File: config.mk
export PLATFORM = sky130hd
export DESIGN_NAME = tick_task_dispatcher
export DESIGN_NICKNAME = d
export VERILOG_FILES = /design/src/rtl/core/ttd_pkg.sv /design/src/rtl/core/ttd_ram.sv /design/src/rtl/core/ttd_entry_unit.sv /design/src/rtl/core/tick_task_dispatcher.sv
export SDC_FILE = /design/constraint.sdc
export NUM_CORES = 2
export LEC_CHECK = 0
export BUFFER_PORTS_ARGS = -buffer_cell sky130_fd_sc_hd__buf_2
export CAP_MARGIN = 10
export CORE_UTILIZATION = 43
export DETAILED_ROUTE_END_ITERATION = 7
export HOLD_SLACK_MARGIN = 0.02
export SYNTH_ARGS = -nofsm -noshare
export SYNTH_HDL_FRONTEND = slang
export SYNTH_SLANG_ARGS = --single-unit
export TNS_END_PERCENT = 50
File: constraint.sdc
create_clock -name clk -period 6.95 [get_ports clk]
set_input_delay 1.0425 -clock clk [delete_from_list [all_inputs] [get_ports clk]]
set_output_delay 1.0425 -clock clk [all_outputs]
set_load 0.02 [all_outputs]
File: src/rtl/core/ttd_pkg.sv
// ---------------------------------------------------------------------------
// ttd_pkg
// Shared types and codes for the tick task dispatcher: item layouts, table
// entry layout, action and status codes, sequencer states.
// ---------------------------------------------------------------------------
`timescale 1ns / 1ps

package ttd_pkg;

  localparam int ID_W  = 16;
  localparam int TIM_W = 16;
  localparam int OCC_W = 7;

  typedef enum logic [1:0] {
    ACT_TICK     = 2'd0,
    ACT_SET      = 2'd1,
    ACT_DELETE   = 2'd2,
    ACT_DISPATCH = 2'd3
  } action_t;

  typedef enum logic [3:0] {
    STAT_TICK_DONE    = 4'd0,
    STAT_UPDATED      = 4'd1,
    STAT_ADDED        = 4'd2,
    STAT_FULL_DROPPED = 4'd3,
    STAT_NULL_IGNORED = 4'd4,
    STAT_DELETED      = 4'd5,
    STAT_NOT_FOUND    = 4'd6,
    STAT_DISPATCHED   = 4'd7,
    STAT_NONE_READY   = 4'd8
  } status_t;

  typedef enum logic [2:0] {
    S_IDLE,
    S_READ,
    S_EVAL,
    S_TAIL_RD,
    S_TAIL_WR,
    S_APPEND,
    S_DONE
  } fsm_state_t;

  typedef struct packed {
    action_t            action;
    logic [ID_W-1:0]    task_id;
    logic [TIM_W-1:0]   start_delay;
    logic [TIM_W-1:0]   run_period;
  } in_item_t;

  typedef struct packed {
    status_t            status;
    logic [ID_W-1:0]    ready_id;
    logic               last;
    logic [OCC_W-1:0]   occupancy;
  } out_item_t;

  typedef struct packed {
    logic [ID_W-1:0]    id;
    logic [TIM_W-1:0]   delay;
    logic [TIM_W-1:0]   period;
    logic               ready;
  } entry_t;

  // flags and updated entries from the shared entry unit
  typedef struct packed {
    logic   id_match;
    logic   ready;
    logic   period_zero;
    entry_t tick_entry;
    entry_t rearm_entry;
  } unit_res_t;

endpackage

File: src/rtl/core/ttd_ram.sv
// ---------------------------------------------------------------------------
// ttd_ram
// Generic single write port, single read port RAM with registered read data.
// ---------------------------------------------------------------------------
`timescale 1ns / 1ps

module ttd_ram #(
  parameter int WIDTH = 8,
  parameter int DEPTH = 32
) (
  input  logic                                   clk,
  input  logic                                   we,
  input  logic [((DEPTH > 1) ? $clog2(DEPTH) : 1)-1:0] waddr,
  input  logic [WIDTH-1:0]                       wdata,
  input  logic                                   re,
  input  logic [((DEPTH > 1) ? $clog2(DEPTH) : 1)-1:0] raddr,
  output logic [WIDTH-1:0]                       rdata
);

  logic [WIDTH-1:0] mem [DEPTH];

  // write port
  always_ff @(posedge clk) begin
    if (we) begin
      mem[waddr] <= wdata;
    end
  end

  // registered read port
  always_ff @(posedge clk) begin
    if (re) begin
      rdata <= mem[raddr];
    end
  end

endmodule

File: src/rtl/core/ttd_entry_unit.sv
// ---------------------------------------------------------------------------
// ttd_entry_unit
// Shared compare and decrement unit: matches an entry against the task id
// and builds the tick-updated and re-armed versions of the entry.
// ---------------------------------------------------------------------------
`timescale 1ns / 1ps

module ttd_entry_unit (
  input  ttd_pkg::entry_t              entry,
  input  logic                         tick_mode,
  input  logic [ttd_pkg::ID_W-1:0]     match_id,
  output ttd_pkg::unit_res_t           res
);

  logic [ttd_pkg::TIM_W-1:0] dec_in;
  logic [ttd_pkg::TIM_W-1:0] dec_out;
  logic                      delay_zero;

  // one decrementer: delay on tick, period when re-arming
  assign dec_in     = tick_mode ? entry.delay : entry.period;
  assign dec_out    = dec_in - ttd_pkg::TIM_W'(1);
  assign delay_zero = (entry.delay == '0);

  always_comb begin
    res             = '0;
    res.id_match    = (entry.id == match_id);
    res.ready       = entry.ready;
    res.period_zero = (entry.period == '0);

    // tick: mark due entries ready, count down the rest
    res.tick_entry  = entry;
    if (delay_zero) begin
      res.tick_entry.ready = 1'b1;
    end else begin
      res.tick_entry.delay = dec_out;
    end

    // re-arm after dispatch: clear flag, reload an expired delay
    res.rearm_entry       = entry;
    res.rearm_entry.ready = 1'b0;
    if (delay_zero) begin
      res.rearm_entry.delay = dec_out;
    end
  end

endmodule

File: src/rtl/core/tick_task_dispatcher.sv
// ---------------------------------------------------------------------------
// tick_task_dispatcher
// Cooperative timer task table with tick, set, delete and dispatch items.
// ---------------------------------------------------------------------------
// The task table lives in one RAM walked by a small sequencer that visits
// each entry in a read state and then an evaluate state that writes it
// back through a shared compare/decrement unit. A dispatch waits in the
// evaluate state while a held result cannot go out. Moving the tail entry
// into the slot of a removed run-once task replaces the visit that tail
// entry would have had, so a moved-in entry waits for the next dispatch.
// Waiting on the response side lengthens an item. Requests are refused
// while an item is in progress. A dispatch gives one response per ready
// task it visits (last set on the final one), or a single none-ready
// response.
`timescale 1ns / 1ps

module tick_task_dispatcher #(
  parameter int TABLE_DEPTH = 32
) (
  input  logic                clk,
  input  logic                rst,
  input  logic                req_valid,
  output logic                req_ready,
  input  ttd_pkg::in_item_t   req,
  output logic                rsp_valid,
  input  logic                rsp_ready,
  output ttd_pkg::out_item_t  rsp
);

  localparam int IW = (TABLE_DEPTH > 1) ? $clog2(TABLE_DEPTH) : 1;
  localparam int CW = ttd_pkg::OCC_W;
  localparam logic [CW-1:0] DEPTH_C = CW'(TABLE_DEPTH);

  ttd_pkg::fsm_state_t state, state_next;
  ttd_pkg::in_item_t   item;
  ttd_pkg::status_t    res_status;
  logic [CW-1:0]       idx;
  logic [CW-1:0]       count;
  logic                pend_valid;
  logic [ttd_pkg::ID_W-1:0] pend_id;
  logic [CW-1:0]       pend_occ;

  logic                ram_we;
  logic [IW-1:0]       ram_waddr;
  ttd_pkg::entry_t     ram_wdata;
  logic                ram_re;
  logic [IW-1:0]       ram_raddr;
  ttd_pkg::entry_t     ram_rdata;

  ttd_pkg::unit_res_t  ur;
  ttd_pkg::entry_t     new_entry;
  logic                rsp_free;
  logic                can_emit;
  logic                in_range;
  logic                tail_is_idx;
  logic                eval_stall;
  logic                dispatch_hit;

  // task table storage
  ttd_ram #(
    .WIDTH ($bits(ttd_pkg::entry_t)),
    .DEPTH (TABLE_DEPTH)
  ) u_table (
    .clk   (clk),
    .we    (ram_we),
    .waddr (ram_waddr),
    .wdata (ram_wdata),
    .re    (ram_re),
    .raddr (ram_raddr),
    .rdata (ram_rdata)
  );

  // shared compare / decrement unit
  ttd_entry_unit u_unit (
    .entry     (ram_rdata),
    .tick_mode (item.action == ttd_pkg::ACT_TICK),
    .match_id  (item.task_id),
    .res       (ur)
  );

  // entry written by set, fresh or updated
  always_comb begin
    new_entry        = '0;
    new_entry.id     = item.task_id;
    new_entry.delay  = item.start_delay;
    new_entry.period = item.run_period;
    new_entry.ready  = 1'b0;
  end

  // common conditions
  assign rsp_free     = !rsp_valid || rsp_ready;
  assign can_emit     = !pend_valid || rsp_free;
  assign in_range     = (idx < count);
  assign tail_is_idx  = (idx == (count - CW'(1)));
  assign dispatch_hit = (item.action == ttd_pkg::ACT_DISPATCH) && ur.ready;
  assign eval_stall   = dispatch_hit && !can_emit;

  // next state
  always_comb begin
    state_next = state;
    unique case (state)
      ttd_pkg::S_IDLE: begin
        if (req_valid) begin
          if (req.action == ttd_pkg::ACT_SET && req.task_id == '0) begin
            state_next = ttd_pkg::S_DONE;
          end else begin
            state_next = ttd_pkg::S_READ;
          end
        end
      end
      ttd_pkg::S_READ: begin
        if (in_range) begin
          state_next = ttd_pkg::S_EVAL;
        end else if (item.action == ttd_pkg::ACT_SET) begin
          state_next = ttd_pkg::S_APPEND;
        end else begin
          state_next = ttd_pkg::S_DONE;
        end
      end
      ttd_pkg::S_EVAL: begin
        unique case (item.action)
          ttd_pkg::ACT_TICK: state_next = ttd_pkg::S_READ;
          ttd_pkg::ACT_SET: begin
            state_next = ur.id_match ? ttd_pkg::S_DONE : ttd_pkg::S_READ;
          end
          ttd_pkg::ACT_DELETE: begin
            if (!ur.id_match) begin
              state_next = ttd_pkg::S_READ;
            end else if (tail_is_idx) begin
              state_next = ttd_pkg::S_DONE;
            end else begin
              state_next = ttd_pkg::S_TAIL_RD;
            end
          end
          ttd_pkg::ACT_DISPATCH: begin
            if (eval_stall) begin
              state_next = ttd_pkg::S_EVAL;
            end else if (dispatch_hit && ur.period_zero && !tail_is_idx) begin
              state_next = ttd_pkg::S_TAIL_RD;
            end else begin
              state_next = ttd_pkg::S_READ;
            end
          end
          default: state_next = ttd_pkg::S_READ;
        endcase
      end
      ttd_pkg::S_TAIL_RD: state_next = ttd_pkg::S_TAIL_WR;
      ttd_pkg::S_TAIL_WR: begin
        state_next = (item.action == ttd_pkg::ACT_DELETE) ? ttd_pkg::S_DONE
                                                          : ttd_pkg::S_READ;
      end
      ttd_pkg::S_APPEND: state_next = ttd_pkg::S_DONE;
      ttd_pkg::S_DONE: begin
        if (rsp_free) begin
          state_next = ttd_pkg::S_IDLE;
        end
      end
      default: state_next = ttd_pkg::S_IDLE;
    endcase
  end

  // table port control and request handshake
  always_comb begin
    req_ready = (state == ttd_pkg::S_IDLE);
    ram_we    = 1'b0;
    ram_waddr = idx[IW-1:0];
    ram_wdata = ur.tick_entry;
    ram_re    = 1'b0;
    ram_raddr = idx[IW-1:0];
    unique case (state)
      ttd_pkg::S_READ: begin
        ram_re = in_range;
      end
      ttd_pkg::S_EVAL: begin
        unique case (item.action)
          ttd_pkg::ACT_TICK: begin
            ram_we    = 1'b1;
            ram_wdata = ur.tick_entry;
          end
          ttd_pkg::ACT_SET: begin
            ram_we    = ur.id_match;
            ram_wdata = new_entry;
          end
          ttd_pkg::ACT_DISPATCH: begin
            ram_we    = dispatch_hit && !eval_stall && !ur.period_zero;
            ram_wdata = ur.rearm_entry;
          end
          default: ram_we = 1'b0;
        endcase
      end
      ttd_pkg::S_TAIL_RD: begin
        // count is already decremented, so it points at the old tail
        ram_re    = 1'b1;
        ram_raddr = count[IW-1:0];
      end
      ttd_pkg::S_TAIL_WR: begin
        ram_we    = 1'b1;
        ram_wdata = ram_rdata;
      end
      ttd_pkg::S_APPEND: begin
        ram_we    = (count < DEPTH_C);
        ram_waddr = count[IW-1:0];
        ram_wdata = new_entry;
      end
      default: ram_we = 1'b0;
    endcase
  end

  // sequencer registers and response register
  always_ff @(posedge clk) begin
    if (rst) begin
      state      <= ttd_pkg::S_IDLE;
      count      <= '0;
      rsp_valid  <= 1'b0;
      pend_valid <= 1'b0;
    end else begin
      state <= state_next;
      if (rsp_valid && rsp_ready) begin
        rsp_valid <= 1'b0;
      end
      unique case (state)
        ttd_pkg::S_IDLE: begin
          if (req_valid) begin
            item       <= req;
            idx        <= '0;
            pend_valid <= 1'b0;
            unique case (req.action)
              ttd_pkg::ACT_TICK:   res_status <= ttd_pkg::STAT_TICK_DONE;
              ttd_pkg::ACT_SET:    res_status <= ttd_pkg::STAT_NULL_IGNORED;
              ttd_pkg::ACT_DELETE: res_status <= ttd_pkg::STAT_NOT_FOUND;
              default:             res_status <= ttd_pkg::STAT_NONE_READY;
            endcase
          end
        end
        ttd_pkg::S_EVAL: begin
          unique case (item.action)
            ttd_pkg::ACT_TICK: idx <= idx + CW'(1);
            ttd_pkg::ACT_SET: begin
              if (ur.id_match) begin
                res_status <= ttd_pkg::STAT_UPDATED;
              end else begin
                idx <= idx + CW'(1);
              end
            end
            ttd_pkg::ACT_DELETE: begin
              if (ur.id_match) begin
                count      <= count - CW'(1);
                res_status <= ttd_pkg::STAT_DELETED;
              end else begin
                idx <= idx + CW'(1);
              end
            end
            ttd_pkg::ACT_DISPATCH: begin
              if (!ur.ready) begin
                idx <= idx + CW'(1);
              end else if (!eval_stall) begin
                // hand the held result on; it was not the final one
                if (pend_valid) begin
                  rsp_valid          <= 1'b1;
                  rsp.status         <= ttd_pkg::STAT_DISPATCHED;
                  rsp.ready_id       <= pend_id;
                  rsp.last           <= 1'b0;
                  rsp.occupancy      <= pend_occ;
                end
                pend_valid <= 1'b1;
                pend_id    <= ram_rdata.id;
                if (ur.period_zero) begin
                  count    <= count - CW'(1);
                  pend_occ <= count - CW'(1);
                  if (tail_is_idx) begin
                    idx <= idx + CW'(1);
                  end
                end else begin
                  pend_occ <= count;
                  idx      <= idx + CW'(1);
                end
              end
            end
            default: idx <= idx;
          endcase
        end
        ttd_pkg::S_TAIL_WR: begin
          idx <= idx + CW'(1);
        end
        ttd_pkg::S_APPEND: begin
          if (count < DEPTH_C) begin
            count      <= count + CW'(1);
            res_status <= ttd_pkg::STAT_ADDED;
          end else begin
            res_status <= ttd_pkg::STAT_FULL_DROPPED;
          end
        end
        ttd_pkg::S_DONE: begin
          if (rsp_free) begin
            rsp_valid <= 1'b1;
            rsp.last  <= 1'b1;
            if (pend_valid) begin
              rsp.status    <= ttd_pkg::STAT_DISPATCHED;
              rsp.ready_id  <= pend_id;
              rsp.occupancy <= pend_occ;
            end else begin
              rsp.status    <= res_status;
              rsp.ready_id  <= '0;
              rsp.occupancy <= count;
            end
          end
        end
        default: idx <= idx;
      endcase
    end
  end

endmodule

* Word-level counts from Yosys, hierarchy flattened
Memories as Yosys holds them, arrays and structs flattened. A register that Yosys moved wholly into a read port is not among the register bits. Index checks and enable logic that the tools add are counted.
Operators by class: add/sub/neg operators 4, order comparisons 2, reduce and logical (&&, ||, !) cells 36, bitwise operators 2, muxes and demuxes 68, equal/unequal tests 29
Operators with widths (number):
- case mux 49 bit (3 select lines) | 1
- two-way mux 28 bit | 5
- case mux 49 bit (2 select lines) | 1
- two-way mux 7 bit | 12
- case mux 28 bit (2 select lines) | 1
- logical NOT 16 bit | 3
- two-way mux 16 bit | 3
- case mux 7 bit (3 select lines) | 2
- case mux 7 bit (2 select lines) | 2
- two-way mux 3 bit | 8
- case mux 4 bit (3 select lines) | 2
- case mux 3 bit (7 select lines) | 1
- two-way mux 20 bit | 1
- inequality test 3 bit, second input constant | 6
- AND reduction 6 bit | 3
- equality test 16 bit | 1
- subtractor 16 x 1 -> 16 bit, second input constant | 1
- adder 7 x 1 -> 7 bit, second input constant | 2
- two-way mux 1 bit | 14
- two-way mux 4 bit | 3
- inequality test 2 bit, second input constant | 6
- case mux 3 bit (4 select lines) | 1
- two-way mux 5 bit | 2
- AND reduction 5 bit | 2
- other kinds (29) | 58
Word-level totals: flip-flop bits (word level) 124, bits in writable memories 1568, memories 1
Memories:
- u_table.mem | depth 32, bits a word 49, rd ports 1, clocked after memory_dff 1, wr ports 1, RTL line ttd_ram.sv:20 | logic [WIDTH-1:0] mem [DEPTH];

* Depth between registers and ports, before layout
depth after elaboration 12, mapped depth 12

* Modules after synthesis
Synthesis repeated with hierarchy kept, for this count alone.
Second synthesis, totals: cell total of the unflattened synthesis 4258, area total of the unflattened synthesis 70455.1 µm²
By module, submodules not included:
- ttd_ram | sequential area each 48556.6 µm², cells each 3434, instances 1, area each 62344.8 µm²
- tick_task_dispatcher | sequential area each 3603.5 µm², cells each 590, instances 1, area each 6490.0 µm²
- ttd_entry_unit | sequential area each 0.0 µm², cells each 234, instances 1, area each 1620.3 µm²

* Least setup slack after synthesis
No wires, ideal clock.
kind register -> register, start point register u_table.rdata[47], read port of u_table.mem, end point memory u_table.mem[4][0] in the netlist's numbering, enable pin, cell stages (with the launch flop) 8, data arrival time 5.270 ns, path buffers 1, data required time 6.434 ns, setup slack 1.164 ns, cell sequence edfxtp_1 xnor2_1 nand4_1 nor4_1 a221o_1 a22oi_1 clkbuf_1 nor3_1
Between the ends: word-level cells in the longest chain between the ends 5
RTL lines:
- start: declaration | RTL line ttd_ram.sv:17 | output logic [WIDTH-1:0] rdata
- equality test 16 bit | RTL line ttd_entry_unit.sv:26 | res.id_match = (entry.id == match_id);
- case mux 1 bit (3 select lines) | RTL line tick_task_dispatcher.sv:175 | unique case (item.action)
- case mux 1 bit (3 select lines) | RTL line tick_task_dispatcher.sv:170 | unique case (state)
- two-way mux 1 bit | RTL line ttd_ram.sv:24 | if (we) begin
- two-way mux 1 bit (not written as such) | RTL line ttd_ram.sv:25 | mem[waddr] <= wdata;
- end: declaration | RTL line ttd_ram.sv:20
No other way between the ends.

* Worst setup path after layout
start point register state[0], end point register u_table.rdata[41], read port of u_table.mem, data pin
Between the ends: word-level cells in the longest chain between the ends 2, elaborated cells on any way between the ends 4, those cells by class 2 x eq/ne; 2 x mux
RTL lines:
- start: declaration | RTL line tick_task_dispatcher.sv:34 | ttd_pkg::fsm_state_t state, state_next;
- start signal: assignment | RTL line tick_task_dispatcher.sv:212 | state <= ttd_pkg::S_IDLE;
- start signal: assignment | RTL line tick_task_dispatcher.sv:217 | state <= state_next;
- equality test 3 x 2 -> 1 bit or equality test 3 x 1 -> 1 bit (tied branches) | RTL line tick_task_dispatcher.sv:170
- case mux 1 bit (2 select lines) or two-way mux 5 bit (tied branches) | RTL line tick_task_dispatcher.sv:170
Several ways; a longest one is shown, not always the timed one. A chain may end at the register's enable or synchronous reset.

==> flow_summary_export.csv <==
group,metric,value,unit
status,status,"finished, final reports clean",
global_routing,antenna_found_initial,3,
layout,synthToLayoutAreaGrowth,12.6,%
layout,seqCellArea,52200,µm²
sta,final_hold_viol_count,0,
setup_path,crit_required,7.51,ns
sta,skew,0.0286,ns
cts,clk_latency,0.81,ns
power_and_ir_drop,seqPwrFrac,49.5,%
global_routing,grt_pass1_vias,38403,
sta,setup_ws,2.19,ns
cts,clk_pin_slew,0.06,ns
synthesis,synth-seq-cells,1741,
global_routing,grt_max_degree,140,
synthesis,yosysMostFrequentCell,"edfxtp_1",
cts,cts-root-buf,"clkbuf_16",
setup_path,cpMaxStageDelayCell,"nand3b_1",
detailed_routing,viasPerCell,6.14,
layout,multi_input_area,15200,µm²
cts,numCtsBuffers,170,
setup_path,worstSetupStartpointType,"flip-flop",
synthesis,synthFlopType,"edfxtp_1",
detailed_routing,drc_errors,0,
synthesis,synth_edf_count,1729,
floorplan,fp.dieW,400,µm
setup_path,path_max_fanout,98,
sta,drv_slew,0,
synthesis,avgSynthCellArea,15.9,µm²
layout,stdcell_area,76600,µm²
cts,cts_tree,"yes",
sta,slew-limit-headroom,7.51,%
synthesis,syn-cell-area,68100,µm²
synthesis,yosysWarnings,0,
sta,fin_tns_setup,0,ns
global_routing,grt_use_total,25.3,%
setup_path,critPathMaxStageDelay,0.87,ns
place,gp_congestion,0.844,
detailed_routing,drtIter0Drc,5498,
setup_path,critical_path.cell_chain,"nand3b_1 -> mux2i_4 -> buf_12 -> nor3_2 -> buf_4 -> a32oi_1 -> nand4_1 -> nor2_1",
power_and_ir_drop,power_density,354,nW/µm²
min_path,hp-class,"in -> reg",
cts,cts.repair.resized,0,
place,port_buffers,83,
place,hpwlAfterDp,100000,µm
floorplan,ios,84,
place,post-place-cells,6282,
setup_path,cp-end-kind,"flip-flop",
synthesis,synthTopCellsByArea,"edfxtp_1 (76%), mux2i_1 (6.2%), a32oi_1 (5.1%)",
layout,layout.nets,4469,
sta,setup_violations,0,
floorplan,dieArea,160000,µm²
sta,max_freq,0.210,GHz
layout,fin_cells,6586,
synthesis,syn_inst,4280,
power_and_ir_drop,cellInternalPower,19200,µW
power_and_ir_drop,worst_ir_drop_vdd,0.234,mV
floorplan,die_h,400,µm
cts,cts_max_path_buffers,3,
sta,rsz0062_at_grt,"false",
place,dpl_cell_area,71500,µm²
global_routing,grt_pass1_wl,286000,µm
power_and_ir_drop,p_leak,0.0253,µW
detailed_routing,dr.pass1.iters,8,
setup_path,crit_type,"reg -> reg",
synthesis,yosys.area.top_type_share,76.3,%
power_and_ir_drop,fin_total_pwr,27100,µW
global_routing,grt-ovfl-total,0,
cts,ctsHoldBuffers,0,
power_and_ir_drop,pwr-share-clk,32.1,%
detailed_routing,routed_wirelength,205000,µm
cts,htreeDepth,4,
setup_path,arrival,5.32,ns
detailed_routing,ant_nets,0,
sta,fin_crit,4.76,ns
sta,tightest_slew,1.39,ns
power_and_ir_drop,switching_share,29.1,%
synthesis,synth_top_area_cell,"edfxtp_1",
sta,period_share,68.5,%
synthesis,yosysSeqAreaShare,76.6,%
run,cap_violations,0,
setup_path,path_buf_inv,2,
floorplan,num_rows,145,
layout,layout-drive-gt1-share,11.0,%
synthesis,synth_async_sr_flop_share,0,%
layout,nFillCells,13085,
synthesis,synth_cell_types,62,
power_and_ir_drop,pwr-share-comb,18.4,%
detailed_routing,vias,40434,
power_and_ir_drop,p_switching,7890,µW
setup_path,cp_top_family,"simple AND/OR/NAND/NOR gates",
synthesis,syn_nets,4353,
place,preCtsSetupSlack,2.33,ns
cts,cts_sinks,1741,
floorplan,initial_core_util,43.4,%
detailed_routing,wire_per_inst,31.1,µm
floorplan,coreArea,157000,µm²
synthesis,synthTopCellsByCount,"edfxtp_1 (1729), nand2_1 (828), mux2i_1 (419), a32oi_1 (393), clkbuf_1 (161)",
cts,post_cts_buffers,0,
sequential cells by signal, indices dropped and copies added, names as in the netlist:
register,flops
count,7
idx,7
item,50
pend_id,16
pend_occ,7
pend_valid,1
res_status,4
rsp,28
rsp_valid,1
state,3
u_table.mem,1568
u_table.rdata,49
placed cells by master, fill, tap and decap left out, types with 26 or more instances in the layout:
cell type,n
clkinv_1,47
edfxtp_1,1729
a21oi_1,29
nand4_1,105
buf_2,83
nor3_2,47
clkbuf_16,174
buf_4,98
mux2i_1,415
xnor2_1,36
nor2_1,100
clkbuf_1,42
nand2_1,827
nor2b_1,26
a32oi_1,393
a22o_1,32
cells by family after synthesis:
logic type	share of synthesized area, %
muxes	6.38
adders and majority gates	0.349
AOI/OAI and AO/OA	6.70
buffers and inverters	1.70
DFF	76.6
and+or+nand+nor	7.54
xor gates and xnor gates	0.720
stage by stage:
stage	hold WS [ns]	util [%]
6_report	0.409	48.9
4_1_cts	0.358	48.9
3_3_place_gp	0.494	45.6
3_5_place_dp	0.494	45.6
5_1_grt	0.393	48.9
2_1_floorplan	0.473	-
worst paths after layout:
path	depth (start not counted)	slack [ns]	startpoint	end
worst max-delay path	8	2.19	state[0]	u_table.rdata[41]
worst min-delay path	1	0.41	req[13]	item[13]
worst max register to register	8	2.19	state[0]	u_table.rdata[41]
worst min register to register	1	0.50	res_status[1]	rsp[25]
final cells by class:
cell class / instances / share of cell area (%)
clock inverters: 86 / 0.841
flip-flops and latches: 1741 / 68.0
inverters: 23 / 0.113
diodes: 2 / 0.00653
clock buffers: 216 / 5.89
multi-input cells: 2263 / 19.8
repair buffers: 197 / 1.92
well taps: 2058 / 3.36
power groups by stage:
| stage | clock network (µW) | logic, µW | registers [µW] |
|---|---|---|---|
| after floorplan | 0 | 3040 | 13400 |
| after global placement | 0 | 4810 | 13600 |
| after detailed placement | 0 | 4900 | 13600 |
| after CTS | 8800 | 4910 | 13400 |
| after global routing | 9170 | 5270 | 13400 |
| final | 8700 | 4990 | 13400 |
metal layers:
| metal | wire length (µm) | GRT usage, % | vias up |
|---|---|---|---|
| met1 | 81100 | 34.1 | 20852 |
| met2 | 98600 | 41.8 | 2198 |
| met4 | 6000 | 8.35 | 2 |
| met5 | 13 | 0 | - |
| met3 | 19100 | 4.27 | 363 |
| li1 | - | - | 17019 |
(Power assumes the default switching activity.)
